--- config.mk ---
export PLATFORM = sky130hd
export DESIGN_NAME = spq_front
export DESIGN_NICKNAME = d
export VERILOG_FILES = /design/src/rtl/spq_pkg.sv /design/src/rtl/spq_front.sv
export SDC_FILE = /design/constraint.sdc
export NUM_CORES = 1
export LEC_CHECK = 0
export BUFFER_PORTS_ARGS = -buffer_cell sky130_fd_sc_hd__clkbuf_2
export CORE_ASPECT_RATIO = 2
export CORE_MARGIN = 2
export CORE_UTILIZATION = 51
export CTS_CLUSTER_SIZE = 25
export DETAILED_ROUTE_END_ITERATION = 16
export PLACE_DENSITY = 0.8
export SLEW_MARGIN = 20
export SYNTH_ARGS = -nofsm -noshare
export SYNTH_HDL_FRONTEND = slang
export SYNTH_SLANG_ARGS = --single-unit
--- constraint.sdc ---
create_clock -name clk -period 4.7 [get_ports clk]
set_input_delay 0.705 -clock clk [delete_from_list [all_inputs] [get_ports clk]]
set_output_delay 0.705 -clock clk [all_outputs]
set_load 0.05 [all_outputs]
--- src/rtl/spq_pkg.sv ---
// Shared types and constants for the strict priority queue with ECN marking.
// No dependencies.
package spq_pkg;

    localparam int CFG_IDX_W = 3;
    localparam logic [CFG_IDX_W-1:0] REG_ACTIVE  = 3'd0;
    localparam logic [CFG_IDX_W-1:0] REG_LIMIT   = 3'd1;
    localparam logic [CFG_IDX_W-1:0] REG_MTHRESH = 3'd2;
    localparam logic [CFG_IDX_W-1:0] REG_MODE    = 3'd3;
    localparam logic [CFG_IDX_W-1:0] REG_LTHRESH = 3'd4;

    localparam logic [1:0] MODE_QUEUE   = 2'd0;
    localparam logic [1:0] MODE_PORT    = 2'd1;
    localparam logic [1:0] MODE_LATENCY = 2'd2;
    localparam logic [1:0] MODE_OFF     = 2'd3;

    localparam logic REQ_ENQ = 1'b0;
    localparam logic REQ_DEQ = 1'b1;

    localparam int BYTES_W = 24;

    typedef struct packed {
        logic        req_type;
        logic [15:0] packet_id;
        logic [7:0]  class_in;
        logic [15:0] pkt_bytes;
        logic        ect_in;
        logic        ce_in;
        logic [31:0] now_ticks;
    } req_t;

    typedef struct packed {
        logic              enq_accepted;
        logic              deq_valid;
        logic [15:0]       packet_id_out;
        logic [2:0]        class_out;
        logic [15:0]       bytes_out;
        logic              ce_out;
        logic [BYTES_W-1:0] total_bytes_out;
    } rsp_t;

    typedef struct packed {
        logic [3:0]         active_classes;
        logic [BYTES_W-1:0] limit_bytes;
        logic [BYTES_W-1:0] mark_thresh_bytes;
        logic [1:0]         marking_mode;
        logic [31:0]        latency_thresh_ticks;
    } cfg_t;

endpackage

--- src/rtl/spq_front.sv ---
// Front end: config registers, input acceptance into a two-entry request queue.
// Depends on spq_pkg.
module spq_front (
    input  logic                      clk,
    input  logic                      rst_n,
    input  logic                      cfg_valid,
    output logic                      cfg_ready,
    input  logic [spq_pkg::CFG_IDX_W-1:0] cfg_index,
    input  logic [31:0]               cfg_data,
    output spq_pkg::cfg_t             cfg,
    input  logic                      in_valid,
    output logic                      in_ready,
    input  spq_pkg::req_t             in_req,
    output logic                      q_valid,
    input  logic                      q_ready,
    output spq_pkg::req_t             q_req
);

    spq_pkg::cfg_t cfg_reg;
    spq_pkg::req_t buf_reg [2];
    logic [1:0]    cnt_reg;
    logic          rd_reg, wr_reg;
    logic          push, pop;

    assign cfg_ready = 1'b1;
    assign cfg       = cfg_reg;

    always_ff @(posedge clk or negedge rst_n)
    begin
        if (!rst_n)
        begin
            cfg_reg.active_classes       <= 4'd8;
            cfg_reg.limit_bytes          <= 24'd75000;
            cfg_reg.mark_thresh_bytes    <= 24'd97500;
            cfg_reg.marking_mode         <= spq_pkg::MODE_QUEUE;
            cfg_reg.latency_thresh_ticks <= 32'd78000;
        end
        else if (cfg_valid)
        begin
            unique case (cfg_index)
                spq_pkg::REG_ACTIVE:  cfg_reg.active_classes <= cfg_data[3:0];
                spq_pkg::REG_LIMIT:   cfg_reg.limit_bytes <= cfg_data[23:0];
                spq_pkg::REG_MTHRESH: cfg_reg.mark_thresh_bytes <= cfg_data[23:0];
                spq_pkg::REG_MODE:    cfg_reg.marking_mode <= cfg_data[1:0];
                spq_pkg::REG_LTHRESH: cfg_reg.latency_thresh_ticks <= cfg_data;
                default: ;
            endcase
        end
    end

    assign in_ready = (cnt_reg != 2'd2);
    assign push     = in_valid && in_ready;
    assign q_valid  = (cnt_reg != 2'd0);
    assign pop      = q_valid && q_ready;
    assign q_req    = buf_reg[rd_reg];

    always_ff @(posedge clk)
    begin
        if (push)
        begin
            buf_reg[wr_reg] <= in_req;
        end
    end

    always_ff @(posedge clk or negedge rst_n)
    begin
        if (!rst_n)
        begin
            cnt_reg <= 2'd0;
            rd_reg  <= 1'b0;
            wr_reg  <= 1'b0;
        end
        else
        begin
            if (push)
            begin
                wr_reg <= ~wr_reg;
            end
            if (pop)
            begin
                rd_reg <= ~rd_reg;
            end
            cnt_reg <= cnt_reg + {1'b0, push} - {1'b0, pop};
        end
    end

endmodule

== Word-level counts from Yosys, hierarchy flattened ==
Memory sizes are Yosys's and may differ from the RTL's.
Index checks and enable logic that the tools add are counted.

* Input port bits: 115
* Memory bits (writable): 150
* Output and inout bits: 164
* Flip-flop bits (word level): 90
* Memories: 1
* Logic and storage cells: 29

* Multiplexer cells: 2
* Bitwise operators: 2
* Equality and inequality tests: 5
* Reduce and logical (&&, ||, !) cells: 9
* Add/subtract/negate cells: 2

{| class="wikitable"
|+ Memory list
! memory !! words !! bits a word !! read ports !! clocked after Yosys merged registers in !! wr ports !! line !! text
|-
| buf_reg || 2 || 75 || 1 || 0 || 1 || spq_front.sv:20 || <nowiki>spq_pkg::req_t buf_reg [2];</nowiki>
|}

{| class="wikitable"
|+ Operators with widths
! cell !! count
|-
| 2-bit AND reduction || 5
|-
| 3-bit by 2-bit equality test with 1-bit output, second input constant || 2
|-
| 3-bit by 1-bit equality test with 1-bit output, second input constant || 1
|-
| 3-bit equality test, second input constant || 1
|-
| 3-bit zero test || 1
|-
| 2-bit by 1-bit adder with 2-bit output || 1
|-
| 1-bit logical AND || 2
|-
| 1-bit two-way mux || 2
|-
| 2-bit inequality test, second input constant || 1
|-
| 1-bit inverter || 2
|-
| 2-bit nonzero test || 1
|-
| 2-bit by 1-bit subtractor with 2-bit output || 1
|}

== Logic depth before layout (Yosys ltp) ==
Gate-level depths: netlist (run 1).

* Depth in word-level cells: 4
* Mapped depth: 5
* Depth with buffers taken out: 5

== Worst setup path before layout (run 1) ==
No wires, ideal clock.

* Path kind: reg2reg
* Start: register cnt_reg[0]
* End: memory buf_reg[0][0] (netlist bit) (enable)
* Path buffers: 0
* Cell stages (with the launch flop): 4
* Arrival time: 4195 ps
* Library setup time: 509 ps
* Setup slack: -4 ps
* Clock period less this slack: 4704 ps
* Required time: 4191 ps
* Cells stage by stage: dfrtp_1 > nand2b_1 > nand2_1 > nor2_1

* Longest elaborated chain between the ends: 4

{| class="wikitable"
|+ RTL lines
! item !! line !! text
|-
| from (decl) || spq_front.sv:21 || <nowiki>logic [1:0] cnt_reg;</nowiki>
|-
| from (signal assigned) || spq_front.sv:83 || <nowiki>cnt_reg <= cnt_reg + {1'b0, push} - {1'b0, pop};</nowiki>
|-
| 2-bit inequality test || spq_front.sv:51 || <nowiki>assign in_ready = (cnt_reg != 2'd2);</nowiki>
|-
| named net in_ready || spq_front.sv:12 || <nowiki>output logic in_ready,</nowiki>
|-
| 1-bit logical AND || spq_front.sv:52 || <nowiki>assign push = in_valid && in_ready;</nowiki>
|-
| 1-bit two-way mux || spq_front.sv:59 || <nowiki>if (push)</nowiki>
|-
| 1-bit two-way mux (not written as such) || spq_front.sv:61 || <nowiki>buf_reg[wr_reg] <= in_req;</nowiki>
|-
| to (decl) || spq_front.sv:20 ||
|}

The timed path passes the listed nets, and every way through them passes these cells.

==> results of run 1 <==
==> power by group <==
part	total (uW)	internal (uW)	switching, uW
sequential	3120	2820	301
combinational	3010	780	2230
clock	1800	1090	709
==> metrics by stage <==
step | setup WS, ns | util [%]
2_1_floorplan | 1.24 | -
5_1_grt | 1.58 | 65.4
3_5_place_dp | 2.20 | 61.2
3_3_place_gp | 2.26 | 61.2
6_report | 1.67 | 65.4
4_1_cts | 1.66 | 65.4
==> cells in the mapped netlist <==
master and number:
edfxtp_1 150, mux2_2 119, dfrtp_1 64, mux2_1 42, dfstp_2 26, buf_2 8, buf_4 8, nand2_1 3
nor2_1 3, xnor2_1 3, nor4bb_1 2, a211oi_1 1, a21bo_2 1, a32oi_1 1, and3_1 1, buf_1 1
clkbuf_1 1, conb_1 1, ha_1 1, nand2b_1 1, nand3_1 1, nand4b_1 1, nor2b_1 1, nor3_2 1
nor4b_2 1, o21ai_0 1, or2_2 1
==> worst paths after layout <==
kind / endpoint / cells after the start / slack, ns
worst max-delay path: q_req[32] / 2 / 1.67
worst min-delay path: cfg[21] / 1 / 0.33
worst max register to register: buf_reg[0][8] / 4 / 2.64
worst min register to register: cfg[72] / 1 / 0.49
max in group asynchronous: cfg[13] / 2 / 3.54
min in group clk: buf_reg[1][67] / 1 / 0.40
==> area by class of cell <==
type | count | share of cell area [%]
well taps | 210 | 2.34
repair buffers | 282 | 12.7
clock buffers | 24 | 4.77
clock inverters | 11 | 1.67
flip-flops and latches | 240 | 60.4
multi-input cells | 186 | 18.2
==> critical path, delay by kind of cell, from the launching register on <==
family / cells / cell delay [ns]
flops: 1 / 1.04
buf+inv: 1 / 0.24
mux: 1 / 0.43
==> cell families (layout without fill, tap and decap cells) <==
logic type	count (synthesis)	after routing	synth area share [%]
xor gates and xnor gates	3	3	0.296
adders and majority gates	1	1	0.141
and+or+nand+nor	16	16	1.20
other	1	1	0.0422
buffers and inverters	18	317	1.21
DFF	240	240	76.4
AOI/OAI and AO/OA	4	4	0.352
muxes	161	161	20.4
==> layer usage <==
| layer | GRT usage (%) | share of wire [%] |
|---|---|---|
| met5 | 0 | 0.13 |
| met4 | 6.04 | 2.3 |
| met3 | 6.34 | 9.6 |
| met2 | 35.7 | 52 |
| met1 | 22.6 | 36 |
==> impl_results.md, run 1 <==
* Outcome: finished clean
* Setup bufs post-CTS at 0
* Crit Reg-Reg Startpoint: cnt_reg[0]
* Most frequent cells in the layout: clkbuf_2 (276), edfxtp_1 (150), mux2_2 (119)
* CP Cell Sequence: mux2_2 -> clkbuf_2
* GR Overflow Total at 0
* Die width at 97.4 um
* Initial Util at 51.7%
* Register area at 6790 um^2
* Max_cap viols at 0
* P&R area growth vs syn at 26.5%
* Post-Layout Inst Area at 11200 um^2
* Initial antenna violation count at 2
* Inst Count DP at 918
* Std cell rows at 68
* Via Count at 5017
* Area occupied by multi-input gates at 2040 um^2
* DRC at 0
* Cell taking the most area after synthesis: edfxtp_1
* RSZ-0062 raised after global routing: no
* Hold Vio Cnt, Final at 0
* Worst min path class: in2async
* Crit Path Max Fanout at 76
* CTS Buf Count at 20
* Hold slack at 0.328 ns
* # diodes at 0
* Setup Viol. Count Final at 0
* Achievable Freq at 0.330 GHz
* HPWL Detailed at 13200 um
* Initial DRC count at 141
* DRT Wirelength at 18600 um
* Post-DP Area at 10500 um^2
* Required time worst endpoint at 3.99 ns
* Drt pass-1 iters at 4
* Root buf cell: clkbuf_16
* CTS H-tree lvls at 1
* Top-area cell type share of the netlist area at 50.7%
* Ys Warns at 0
* Worst clock skew at 0.0194 ns
* CP Data Arrival Time at 2.33 ns
* Post-DR vias/cell at 5.26
* Die Y at 191 um
* Max-slew violations at 0
* Post-route antenna net violation count at 0
* CORE AREA at 17200 um^2
* Layout cells sized above 1 at 62.9%
* Setup TNS at 0 ns
* Hold buffers post-CTS at 0
* Worst Setup End Kind: output pin
* CTS clock-pin slew for the worst setup and hold paths at 0.07 ns
* Latest clock arrival within the worst-skew pair at 0.49 ns
* Crit Path Class: reg2out
* CP max stage cell: dfrtp_4
* Clock Path Buffers at 3
* RD Place Congestion at 0.772
* # clock sinks at 240
* First-pass GRT wire length at 29300 um
* #FFs+latches synth at 240
* Vias in the first global route at 5536
* Pwr Density at 706 nW/um^2
* Average wire per standard cell at 19.6 um
* Gr usage total at 19.9%
* Total Power at 7940 uW
* Rel. slew slack at 30.9%
* Synth area leaders: edfxtp_1 (51%), dfrtp_1 (18%), mux2_2 (15%)
* Largest net degree at the start of global routing at 77
* Synthesized area at 8890 um^2
* Nets at 846
* Synthesized instance count at 444
* Syn_nets at 560
* Die area at 18600 um^2
* Worst setup SP type: flop
* Port buffer count at 277
* Least-Margin Pin Slew at 1.04 ns
* CTS tree: yes
* Non-filler cells, final at 953
* Commonest non-fill, non-tap cell in the layout: clkbuf_2
* Fillcell total at 1228
* Synth cell types at 27
* I/O pin cnt at 279
* PostCTS Resize Cnt at 0
* Minimum clock period at 3.03 ns
* Crit. Startpoint: rd_reg
* Peak VDD IR at 0.431 mV
* Syn Area/Cell at 20.0 um^2
* Pleak at 0.00469 uW
* Largest register FFs at 150
* Critical Path Max Stage Delay at 1.04 ns
* Register area share after synthesis at 76.4%
* Final Cycle Share at 64.5%
Note: power is estimated with default switching activity, not from simulation.
==> run 2: changes to the inputs <==
--- a/config.mk
+++ b/config.mk
@@ -8,10 +8,10 @@
 export BUFFER_PORTS_ARGS = -buffer_cell sky130_fd_sc_hd__clkbuf_2
 export CORE_ASPECT_RATIO = 2
 export CORE_MARGIN = 2
-export CORE_UTILIZATION = 51
+export CORE_UTILIZATION = 46
 export CTS_CLUSTER_SIZE = 25
 export DETAILED_ROUTE_END_ITERATION = 16
-export PLACE_DENSITY = 0.8
+export PLACE_DENSITY = 0.76
 export SLEW_MARGIN = 20
 export SYNTH_ARGS = -nofsm -noshare
 export SYNTH_HDL_FRONTEND = slang
==> constraint.sdc (replaced) <==
create_clock -name clk -period 2.72 [get_ports clk]
set_input_delay 0.408 -clock clk [delete_from_list [all_inputs] [get_ports clk]]
set_output_delay 0.408 -clock clk [all_outputs]
set_load 0.05 [all_outputs]
==> impl_results.md, run 2 (synthesis results as in run 1) <==
* WHS Path Cells at 1
* Rel. slew slack at 62.6% (was 30.9%)
* Commonest non-fill, non-tap cell in the layout: clkbuf_2 (unchanged)
* Register area at 6790 um^2 (unchanged)
* CP max stage cell: dfrtp_4 (unchanged)
* Die area at 20500 um^2 (was 18600 um^2)
* Vias in the first global route at 5503 (was 5536)
* Pleak at 0.00472 uW (was 0.00469 uW)
* Drt pass-1 iters at 4 (unchanged)
* Largest net degree at the start of global routing at 59 (was 77)
* Largest register FFs at 150 (unchanged)
* Outcome: finished clean (unchanged)
* GR Overflow Total at 0 (unchanged)
* Std cell rows at 72 (was 68)
* R2r worst-path depth at 3 (was 4)
* Inst Count DP at 970 (was 918)
* Latest clock arrival within the worst-skew pair at 0.50 ns (was 0.49 ns)
* Worst slack, placed at 0.708 ns (was 2.20 ns)
* # diodes at 0 (unchanged)
* Average wire per standard cell at 18.7 um (was 19.6 um)
* CP top delay family: flip-flops (unchanged)
* Hold Vio Cnt, Final at 0 (unchanged)
* Final Cycle Share at 91.7%
* Worst Setup End Kind: output pin (unchanged)
* Gr usage total at 18.3% (was 19.9%)
* Fillcell total at 1476 (was 1228)
* CTS clock-pin slew for the worst setup and hold paths at 0.06 ns (was 0.07 ns)
* Crit Path Class: reg2out (unchanged)
* Layout cells sized above 1 at 62.6% (was 62.9%)
* Worst Hold Path EP: buf_reg[1][14]
* Setup TNS at 0 ns (unchanged)
* Crit Path Max Fanout at 58 (was 76)
* DRC at 0 (unchanged)
* CP Cell Sequence: buf_12 -> mux2_2 -> clkbuf_2 (was mux2_2 -> clkbuf_2)
* Least-Margin Pin Slew at 0.560 ns (was 1.04 ns)
* Worst min path class: in2reg (was in2async)
* DRT Wirelength at 18800 um (was 18600 um)
* Initial antenna violation count at 0 (was 2)
* Worst Setup Slack, final at 0.225 ns (was 1.67 ns)
* RR Endpoint: buf_reg[1][44] (was buf_reg[0][8])
* R2r setup slk at 0.88 ns (was 2.64 ns)
* Die width at 102 um (was 97.4 um)
* Port buffer count at 277 (unchanged)
* Crit Reg-Reg Startpoint: cnt_reg[0] (unchanged)
* Nets at 851 (was 846)
* RD Place Congestion at 0.740 (was 0.772)
* Pwr Density at 1210 nW/um^2 (was 706 nW/um^2)
* Peak VDD IR at 0.741 mV (was 0.431 mV)
* Worst Hold Launch: in_req[14]
* Root buf cell: clkbuf_16 (unchanged)
* Post-DP Area at 10700 um^2 (was 10500 um^2)
* Initial Util at 46.3% (was 51.7%)
* CORE AREA at 19200 um^2 (was 17200 um^2)
* HPWL Detailed at 13500 um (was 13200 um)
* Via Count at 5047 (was 5017)
* CTS Buf Count at 21 (was 20)
* First-pass GRT wire length at 28900 um (was 29300 um)
* Die Y at 201 um (was 191 um)
* Max-slew violations at 0 (unchanged)
* Most frequent cells in the layout: clkbuf_2 (276), edfxtp_1 (150), mux2_2 (119) (unchanged)
* Required time worst endpoint at 2.31 ns (was 3.99 ns)
* CTS tree: yes (unchanged)
* Non-filler cells, final at 1008 (was 953)
* Minimum clock period at 2.49 ns
* Post-DR vias/cell at 5.01 (was 5.26)
* I/O pin cnt at 279 (unchanged)
* Achievable Freq at 0.401 GHz
* Area occupied by multi-input gates at 2040 um^2 (unchanged)
* Critical Path Max Stage Delay at 0.60 ns (was 1.04 ns)
* Max_cap viols at 0 (unchanged)
* Post-route antenna net violation count at 0 (unchanged)
* Buf/Inv on CP at 2 (was 1)
* Worst clock skew at 0.00374 ns (was 0.0194 ns)
* # clock sinks at 240 (unchanged)
* Post-Layout Inst Area at 11400 um^2 (was 11200 um^2)
* Hold slack at 0.0996 ns (was 0.328 ns)
* Initial DRC count at 218 (was 141)
* RSZ-0062 raised after global routing: no (unchanged)
* CTS H-tree lvls at 1 (unchanged)
* Clock Path Buffers at 3 (unchanged)
* Worst setup SP type: flop (unchanged)
* Setup Viol. Count Final at 0 (unchanged)
* CP Data Arrival Time at 2.09 ns (was 2.33 ns)
* P&R area growth vs syn at 27.8% (was 26.5%)
## run 2: cell count changes in the layout (fill, tap and decap cells not counted), sizes merged
| cell | change |
|---|---|
| bufinv | -2 |
| clkbuf | +4 |
| dlygate4sd3 | +1 |
| inv | +1 |
| buf | +3 |
| clkinvlp | -3 |
| clkinv | +2 |
## run 2: metrics by stage
step                      total power (uW)  utilization (%)
after global placement               10700             55.5
after CTS                            13900             59.2
after floorplan                       9440                -
after global routing                 14300             59.2
final                                13700             59.2
after detailed placement             10800             55.5
## run 2: how the worst max path moves through the flow
stage / startpoint / to / slack (ns) / depth (start not counted)
6_report: rd_reg / q_req[14] / 0.23 / 3
5_1_grt: rd_reg / q_req[63] / 0.14 / 3
3_3_place_gp: rd_reg / q_req[54] / 0.76 / 3
2_1_floorplan: cnt_reg[0] / buf_reg[0][0] / 0.07 / 3
3_5_place_dp: rd_reg / q_req[63] / 0.71 / 3
4_1_cts: rd_reg / q_req[63] / 0.17 / 3
## run 2: layout make-up
cell class              instances  area share (%)
clock buffers                  28            4.94
clock inverters                 9            1.18
multi-input cells             186            18.0
flip-flops and latches        240            59.8
well taps                     259            2.85
repair buffers                286            13.3
## run 2: what timing repair did
| item | in CTS | in global routing |
|---|---|---|
| hold endpoints to repair | 31 | 0 |
| resized for setup | 0 | 0 |
| endpoints found under the setup margin | 0 | 0 |
| setup buffers | 0 | 0 |
| hold buffers | 1 | 0 |
## run 2: metal layers
metal	global-route usage, %	wire [um]	part of all wire [%]	vias up
li1	-	-	-	2263
met1	19.6	6500	34	2498
met2	32.7	9850	52	252
met3	6.34	1990	11	34
met4	6.48	504	2.7	0
met5	0	0	0	-
## run 2: power by group
group          internal (uW)  switching (uW)  total, uW
Clock                   1750            1260       3010
Combinational           1410            4050       5460
Sequential              4870             356       5220
Total                   8030            5670      13700
